==> config.mk <==
export PLATFORM = sky130hd
export DESIGN_NAME = shp3_lane
export DESIGN_NICKNAME = d
export VERILOG_FILES = /design/src/rtl/shp3_pkg.sv /design/src/rtl/shp3_lane.sv
export SDC_FILE = /design/constraint.sdc
export NUM_CORES = 1
export LEC_CHECK = 0
export ABC_AREA = 1
export BUFFER_PORTS_ARGS = -buffer_cell sky130_fd_sc_hd__clkbuf_2
export CAP_MARGIN = 20
export CORE_UTILIZATION = 53
export DETAILED_ROUTE_END_ITERATION = 8
export GPL_TIMING_DRIVEN = 0
export PLACE_DENSITY = 0.79
export SYNTH_ARGS = -nofsm -noshare
export SYNTH_HDL_FRONTEND = slang
export SYNTH_SLANG_ARGS = --single-unit
export TNS_END_PERCENT = 10
==> constraint.sdc <==
create_clock -name vclk -period 9.22
set_input_delay 0.461 -clock vclk [all_inputs]
set_output_delay 0.461 -clock vclk [all_outputs]
set_load 0.05 [all_outputs]
==> src/rtl/shp3_pkg.sv <==
package shp3_pkg;

    localparam int MAX_WIDTH = 512;
    localparam int ADDR_W    = $clog2(MAX_WIDTH);
    localparam int EFF_W     = $clog2(MAX_WIDTH + 1);
    localparam int LEAD_W    = $clog2(MAX_WIDTH + 2);
    localparam int WIDTH_W   = 10;
    localparam int HEIGHT_W  = 12;
    localparam int MIN_DIM   = 3;
    localparam int PADDR_W   = 3;
    localparam int PDATA_W   = 32;
    localparam int N_TAPS    = 9;
    localparam int CENTER_TAP = 4;

    localparam logic [WIDTH_W-1:0]  WIDTH_RESET  = 10'd480;
    localparam logic [HEIGHT_W-1:0] HEIGHT_RESET = 12'd360;

    // register index, taken from paddr[2]
    typedef enum logic {
        REG_IMAGE_WIDTH  = 1'b0,
        REG_IMAGE_HEIGHT = 1'b1
    } t_reg_idx;

    typedef logic [7:0]          t_byte;
    typedef t_byte [2:0]         t_rgb;   // [2] red, [1] green, [0] blue
    typedef t_rgb [2:0][2:0]     t_win;   // [row][col], row 0 top, col 2 newest
    typedef logic [ADDR_W-1:0]   t_col;

    typedef struct packed {
        logic [7:0] red_in;
        logic [7:0] green_in;
        logic [7:0] blue_in;
        logic       flush;
    } t_pix_in;

    typedef struct packed {
        logic [7:0] red_out;
        logic [7:0] green_out;
        logic [7:0] blue_out;
        logic       frame_end;
    } t_pix_out;

    typedef struct packed {
        t_rgb upper;
        t_rgb lower;
    } t_ls_entry;

    // line store access and window shift request for one word
    typedef struct packed {
        logic valid;
        logic is_pix;
        t_col addr;
        t_rgb pix;
    } t_ls_req;

    typedef struct packed {
        logic emit;
        logic border;
        logic frame_end;
    } t_meta;

endpackage

==> src/rtl/shp3_lane.sv <==
module shp3_lane import shp3_pkg::*; (
    input  t_byte [N_TAPS-1:0] i_taps,
    input  logic               i_border,
    output t_byte              o_value
);

    logic        [10:0] sum_nb;
    logic        [11:0] center9;
    logic signed [12:0] acc;

    always_comb begin
        sum_nb = '0;
        for (int k = 0; k < N_TAPS; k++) begin
            if (k != CENTER_TAP) begin
                sum_nb = sum_nb + 11'(i_taps[k]);
            end
        end
    end

    assign center9 = {1'b0, i_taps[CENTER_TAP], 3'b000} + 12'(i_taps[CENTER_TAP]);
    assign acc     = $signed({1'b0, center9}) - $signed({2'b00, sum_nb});

    always_comb begin
        if (i_border) begin
            o_value = i_taps[CENTER_TAP];
        end else if (acc >= 13'sd255) begin
            o_value = 8'hFF;
        end else if (acc <= 13'sd0) begin
            o_value = 8'h00;
        end else begin
            o_value = acc[7:0];
        end
    end

endmodule

==> impl_metrics.yaml, run 1 <==
routing:
  viasPerCell: 4.65
  drc: 0
  drtPass1Iterations: 4
  first_iter_violations: 49
  drt_wl_total_um: 5330
  antenna_left: 0
  wl_per_cell_um: 10.8
  via_count: 2296
yosys:
  synthesis.nets: 504
  ys_types: 19
  synth.yosys.seq_area_share: 0
  syn_area_per_cell_um2: 7.64
  netlist_instances: 346
  syn_area_mm2: 0.00264
  ys_warn_count: 0
min_path:
  min_from: "i_taps[37]"
  min_path_type: "in -> out"
layout:
  nFillCells: 455
  area_growth_pct: 18.5
  drive_gt1_frac: 0.215
  fin_nets: 587
  final_common_cell: "inv_1"
  nClkBuffers: 0
  final_core_utilization: 0.659
  final_area_mm2: 0.00313
  regArea_um2: 0
  seq_cell_count: 0
  layout.cells.non_filler: 494
  n_antenna_cell: 0
  final_cell_mix: "111 x inv_1, 81 x clkbuf_2, 66 x nand2_1"
global_route:
  grt_pass1_vias: 2463
  grt_first_pass_wirelength_um: 9680
  overflow: 0
  antenna_found_initial: 0
  grt_usage: 0.231
  grt_start_max_net_pins: 13
floorplanning:
  core_area_mm2: 0.00475
  die_w_um: 72.6
  fp.dieH_um: 72.6
  pin_count: 81
  start_util: 0.556
  die_area_mm2: 0.00527
  rows: 25
cts:
  cts_resized: 0
  cts_setup_buffers: 0
  postCtsHoldBufs: 0
placed_design:
  place_area_mm2: 0.00313
  portBuffers: 81
  place_hpwl_um: 5080
  gp_congestion: 0.903
  placed_cells: 494
critical_path:
  cp_data_required_time_ps: 8760
  endpoint_kind: "primary output"
  crit_path_start_kind: "input pin"
  critical_path_class: "in -> out"
  arrival_ps: 5270
  path_max_fanout: 10
  critPathLaunch: "i_taps[6]"
timing:
  finalSetupViolCount: 0
  fmax_mhz: 174
  period_minus_slack_ps: 5730
  drv_slew: 0
  post-route-period-util: 0.622
  tightest_slew_ps: 321
  hold_violations: 0
  rsz0062_at_grt: "false"
  relSlewSlack: 0.786
  timing.setup.tns_ps: 0
status:
  status: "completed"
run:
  cap_violations: 0
[worst paths after layout]
path,end,slack [ps],cells past startpoint
hold / removal,o_value[5],1450,4
setup / recovery,o_value[6],3490,22
[layout make-up]
type               count  area, µm²  area share
well taps             67       83.8      0.0268
inverters            113        424       0.135
repair buffers        81        405       0.129
multi-input cells    233       2220       0.708
[cell families (layout without fill, tap and decap cells)]
family	count (synthesis)	after routing	synth area share
xor gates and xnor gates	6	6	0.0199
adders and majority gates	85	85	0.579
AOI/OAI and AO/OA	15	15	0.0294
buffers and inverters	113	194	0.161
and+or+nand+nor	127	127	0.212
[per-stage QoR]
stage          setup WS, ps  hold slack (ps)
4_1_cts                3520             1450
3_3_place_gp           3560             1440
5_1_grt                3210             1480
6_report               3490             1450
3_5_place_dp           3520             1450
2_1_floorplan          3620             1200
[critical path: stages]
cell and delay [ps]:
clkbuf_2 80, inv_1 50, fa_1 530, inv_1 50
fa_1 500, fa_1 580, inv_1 60, fa_1 560
fa_1 430, ha_1 370, nand2_1 130, inv_1 60
nand2_1 60, nand2_1 50, nand2_1 90, nand3_4 140
nand3_1 130, nor2_2 50, nand3_1 220, nand3_1 110
a21oi_1 240, clkbuf_2 320
[metal layers]
layer	GRT usage	routed length, µm
met1	0.271	2170
met4	0.0240	45
met5	0	0
met3	0.00829	299
met2	0.474	2810
[cell usage after synthesis]
cell,instances,share of area
nand2_1,66,0.094
ha_1,23,0.11
a21oi_1,13,0.025
nor2_1,23,0.033
nor3_2,1,0.0038
inv_1,111,0.16
inv_2,1,0.0014
fa_1,62,0.47
nand4_1,4,0.0095
nand3_4,1,0.0066
nand2_2,3,0.0071
a21o_1,1,0.0028
nand3b_1,1,0.0028
nand3_1,23,0.044
xnor2_1,1,0.0033
clkinv_1,1,0.0014
nor2_2,5,0.012
o21ai_0,1,0.0019
xor2_1,5,0.017
Power of run 1 is not shown: default switching activity piles up to over one toggle a cycle in this logic, so the estimate is an artifact.
==> run 2: changes to the inputs <==
--- a/config.mk
+++ b/config.mk
@@ -8,10 +8,10 @@
 export ABC_AREA = 1
 export BUFFER_PORTS_ARGS = -buffer_cell sky130_fd_sc_hd__clkbuf_2
 export CAP_MARGIN = 20
-export CORE_UTILIZATION = 53
+export CORE_UTILIZATION = 50
 export DETAILED_ROUTE_END_ITERATION = 8
 export GPL_TIMING_DRIVEN = 0
-export PLACE_DENSITY = 0.79
+export PLACE_DENSITY = 0.78
 export SYNTH_ARGS = -nofsm -noshare
 export SYNTH_HDL_FRONTEND = slang
 export SYNTH_SLANG_ARGS = --single-unit
==> constraint.sdc (replaced) <==
create_clock -name vclk -period 5
set_input_delay 0.25 -clock vclk [all_inputs]
set_output_delay 0.25 -clock vclk [all_outputs]
set_load 0.05 [all_outputs]
==> impl_metrics.yaml, run 2 (synthesis gave the netlist of run 1 again) <==
routing:
  wl_per_cell_um: 12.8
  drt_wl_total_um: 6450
  antenna_left: 0
  via_count: 2415
  drtPass1Iterations: 4
  first_iter_violations: 158
  drc: 0
  viasPerCell: 4.80
floorplanning:
  rows: 26
  fp.dieH_um: 74.7
  die_area_mm2: 0.00558
  start_util: 0.517
  pin_count: 81
  die_w_um: 74.7
  core_area_mm2: 0.00511
critical_path:
  critical_path_class: "in -> out"
  arrival_ps: 4810
  crit_path_frequent_cell: "fa_1"
  cp_data_required_time_ps: 4750
  crit_path_start_kind: "input pin"
  path_max_fanout: 8
  path_cells: "clkbuf_2 > inv_1 > fa_1 > fa_1 > fa_1 > fa_1 > inv_1 > fa_1 > inv_2 > ha_4 > nand2_1 > nand2_2 > inv_2 > nand2_4 > nand2_1 > a21o_1 > nand2_1 > nor2_2 > buf_4 > nand3_4 > nand3_1 > a21oi_4 > buf_8"
  endpoint_kind: "primary output"
  crit_slowest_cell: "fa_1"
  max_stage_delay_ps: 560
global_route:
  use_met2: 0.527
  grt_util_met1: 0.278
  antenna_found_initial: 0
  grt_first_pass_wirelength_um: 10600
  overflow: 0
  grt_pass1_vias: 2571
  grt_usage: 0.249
  grt_start_max_net_pins: 13
  grtUsageMet3: 0.0107
  gr-max-usage-layer: "met2"
placed_design:
  gp_congestion: 0.887
  place_area_mm2: 0.00314
  post-place-ws_ps: -334
  place_hpwl_um: 5170
  portBuffers: 81
run:
  cap_violations: 0
timing:
  finalSetupViolCount: 8
  hold_violations: 0
  timing.setup.tns_ps: -206
  post-route-period-util: 1.01
  rsz0062_at_grt: "true"
  drv_slew: 0
  relSlewSlack: 0.816
  layout_setup_ws_ps: -60.7
  period_minus_slack_ps: 5060
  fmax_mhz: 198
  tightest_slew_ps: 274
layout:
  final_area_mm2: 0.00354
  regArea_um2: 0
  final_cell_mix: "107 x inv_1, 72 x clkbuf_2, 60 x fa_1"
  area_growth_pct: 34.1
  fin_nets: 593
  seq_cell_count: 0
  nClkBuffers: 0
  final_core_utilization: 0.694
  n_antenna_cell: 0
  drive_gt1_frac: 0.323
  final_common_cell: "inv_1"
status:
  status: "finished, violations left"
  violations: "setup timing"
min_path:
  min_path_type: "in -> out"
run 2: cell types whose count changed in the layout (fill, tap and decap cells not counted), moves of 5 or more:
cell / change
a21oi_1: -11
a21oi_4: +7
clkbuf_2: -9
ha_4: +6
nand2_2: +7
buf_4: +5
buf_8: +5
nand2_1: -8
nand3_1: -6
ha_1: -6
nor2_1: -5
run 2: area by class of cell:
type / count / area, µm²
fill: 426 / 1560
multi-input combinational: 233 / 2490
timing repair buffer: 87 / 542
tap: 70 / 87.6
inverter: 113 / 424
run 2: final timing paths:
kind                       start    endpoint  slack, ps  cells after the start
worst max-delay path   i_taps[3]  o_value[2]        -60                     23
worst min-delay path  i_taps[38]  o_value[6]       1030                      4
run 2: per-layer routing:
| layer | part of all wire | up-vias | wire (µm) |
|---|---|---|---|
| met4 | 0.0065 | 0 | 42 |
| met5 | 0 | - | 0 |
| met2 | 0.57 | 83 | 3680 |
| li1 | - | 1170 | - |
| met1 | 0.38 | 1158 | 2450 |
| met3 | 0.044 | 4 | 281 |
run 2: worst max-delay path, delay by kind of cell:
family	cells	cell delay [ps]
buffers and inverters	7	610
and+or+nand+nor	8	770
adders and majority gates	6	2800
AOI/OAI and AO/OA	2	380
run 2: stage by stage:
stage / instances / hold WS, ps
global placement: 497 / 1020
CTS: 503 / 1010
finish: 503 / 1030
floorplan: 346 / 732
detailed placement: 497 / 1020
global route: 503 / 1050
run 2: repair_timing:
| action | CTS | global route |
|---|---|---|
| hold buffers | 0 | 0 |
| pin swaps | 29 | 8 |
| endpoints found under the hold margin | 0 | 0 |
| buffers inserted | 6 | 0 |
| resized for setup | 59 | 18 |
| setup endpoints to repair | 8 | 8 |
Power of run 2 is left out for the same reason.
==> run 3: changes to the inputs <==
--- a/config.mk
+++ b/config.mk
@@ -8,10 +8,10 @@
 export ABC_AREA = 1
 export BUFFER_PORTS_ARGS = -buffer_cell sky130_fd_sc_hd__clkbuf_2
 export CAP_MARGIN = 20
-export CORE_UTILIZATION = 50
+export CORE_UTILIZATION = 46
 export DETAILED_ROUTE_END_ITERATION = 8
 export GPL_TIMING_DRIVEN = 0
-export PLACE_DENSITY = 0.78
+export PLACE_DENSITY = 0.73
 export SYNTH_ARGS = -nofsm -noshare
 export SYNTH_HDL_FRONTEND = slang
 export SYNTH_SLANG_ARGS = --single-unit
==> impl_metrics.yaml, run 3 (synthesis gave the netlist of run 1 again) <==
placed_design:
  place_area_mm2: 0.00314
  portBuffers: 81
  place_hpwl_um: 5110
  post-place-ws_ps: -269
  gp_congestion: 0.885
routing:
  drtPass1Iterations: 4
  drt_wl_total_um: 6230
  via_count: 2405
  drc: 0
  antenna_left: 0
  first_iter_violations: 91
  wl_per_cell_um: 12.4
  viasPerCell: 4.77
layout:
  fin_nets: 592
  nFillCells: 459
  multi_input_area_mm2: 0.00255
  final_area_mm2: 0.00361
  final_cell_mix: "106 x inv_1, 72 x clkbuf_2, 61 x fa_1"
  final_common_cell: "inv_1"
  n_antenna_cell: 0
  seq_cell_count: 0
  final_core_utilization: 0.656
  regArea_um2: 0
  area_growth_pct: 36.8
  nClkBuffers: 0
  drive_gt1_frac: 0.361
timing:
  post-route-period-util: 1.00
  tightest_slew_ps: 317
  fmax_mhz: 199
  layout_setup_ws_ps: -18.6
  relSlewSlack: 0.788
  drv_slew: 0
  hold_violations: 0
  rsz0062_at_grt: "true"
  finalSetupViolCount: 6
  period_minus_slack_ps: 5020
min_path:
  min_path_type: "in -> out"
  holdPathStages: 4
critical_path:
  endpoint_kind: "primary output"
  crit_path_start_kind: "input pin"
  critPathLaunch: "i_taps[71]"
  critical_path_class: "in -> out"
  critPathCapture: "o_value[6]"
  arrival_ps: 4770
  cp_data_required_time_ps: 4750
  path_max_fanout: 8
floorplanning:
  pin_count: 81
  core_area_mm2: 0.00551
  die_area_mm2: 0.00605
  rows: 27
  start_util: 0.480
  fp.dieH_um: 77.8
  die_w_um: 77.8
global_route:
  grt_pass1_vias: 2448
  antenna_found_initial: 0
  overflow: 0
  grt_first_pass_wirelength_um: 10400
  grt_start_max_net_pins: 13
  grt_usage: 0.211
status:
  status: "finished, violations left"
  violations: "setup timing"
run:
  cap_violations: 0
run 3: changes by cell type in the layout (fill, tap and decap cells not counted), moves of 2 or more:
| cell | before | now |
|---|---|---|
| buf_4 | 5 | 3 |
| buf_6 | 0 | 2 |
| buf_8 | 5 | 8 |
| clkbuf_8 | 3 | 0 |
| nand2_1 | 58 | 47 |
| nand2_2 | 10 | 20 |
| nand3_1 | 17 | 10 |
| nand3_2 | 4 | 11 |
| nor2_2 | 8 | 6 |
| nor2_4 | 2 | 4 |
run 3: area by class of cell:
class / instances / area share
Multi-Input combinational cell: 233 / 0.707
Timing Repair Buffer: 86 / 0.151
Inverter: 113 / 0.117
Tap cell: 72 / 0.0249
run 3: how the worst min path moves through the flow:
stage                           from         end  slack, ps
after CTS                 i_taps[37]  o_value[5]        990
after detailed placement  i_taps[37]  o_value[5]       1020
final                     i_taps[37]  o_value[5]        990
after floorplan           i_taps[32]  o_value[0]        730
after global routing      i_taps[37]  o_value[5]       1020
after global placement    i_taps[37]  o_value[5]       1010
run 3: routing by layer:
layer / track usage / wire, µm / vias to the layer above
met5: 0 / 0 / -
met4: 0.0264 / 112 / 0
met3: 0.0129 / 320 / 10
met2: 0.410 / 3460 / 79
met1: 0.259 / 2340 / 1147
li1: - / - / 1169
run 3: stage by stage:
| step | hold WS (ps) | setup TNS (ps) | cells |
|---|---|---|---|
| 4_1_cts | 985 | 0 | 501 |
| 3_3_place_gp | 1010 | -1630 | 499 |
| 2_1_floorplan | 732 | -1240 | 346 |
| 6_report | 986 | -53.1 | 504 |
| 5_1_grt | 1020 | -1630 | 504 |
| 3_5_place_dp | 1020 | -1820 | 499 |
run 3: what timing repair did:
| action | CTS | global route |
|---|---|---|
| pin swaps | 15 | 41 |
| hold buffers | 0 | 0 |
| gates resized for setup | 38 | 63 |
| setup buffers | 2 | 3 |
| endpoints found under the setup margin | 8 | 8 |
run 3: worst max-delay path, stage by stage:
cell,delay (ps)
clkbuf_2,80
inv_1,40
fa_1,490
fa_1,500
inv_1,60
fa_1,530
inv_1,50
fa_1,520
fa_1,460
ha_4,340
nand2_2,100
nor2_2,130
nand3_1,150
nand3_1,120
nand2_1,60
nand2_2,90
nor2_4,40
buf_4,130
nand3_4,150
nand3_2,110
a21oi_4,200
buf_8,160
Power of run 3 is left out for the same reason.
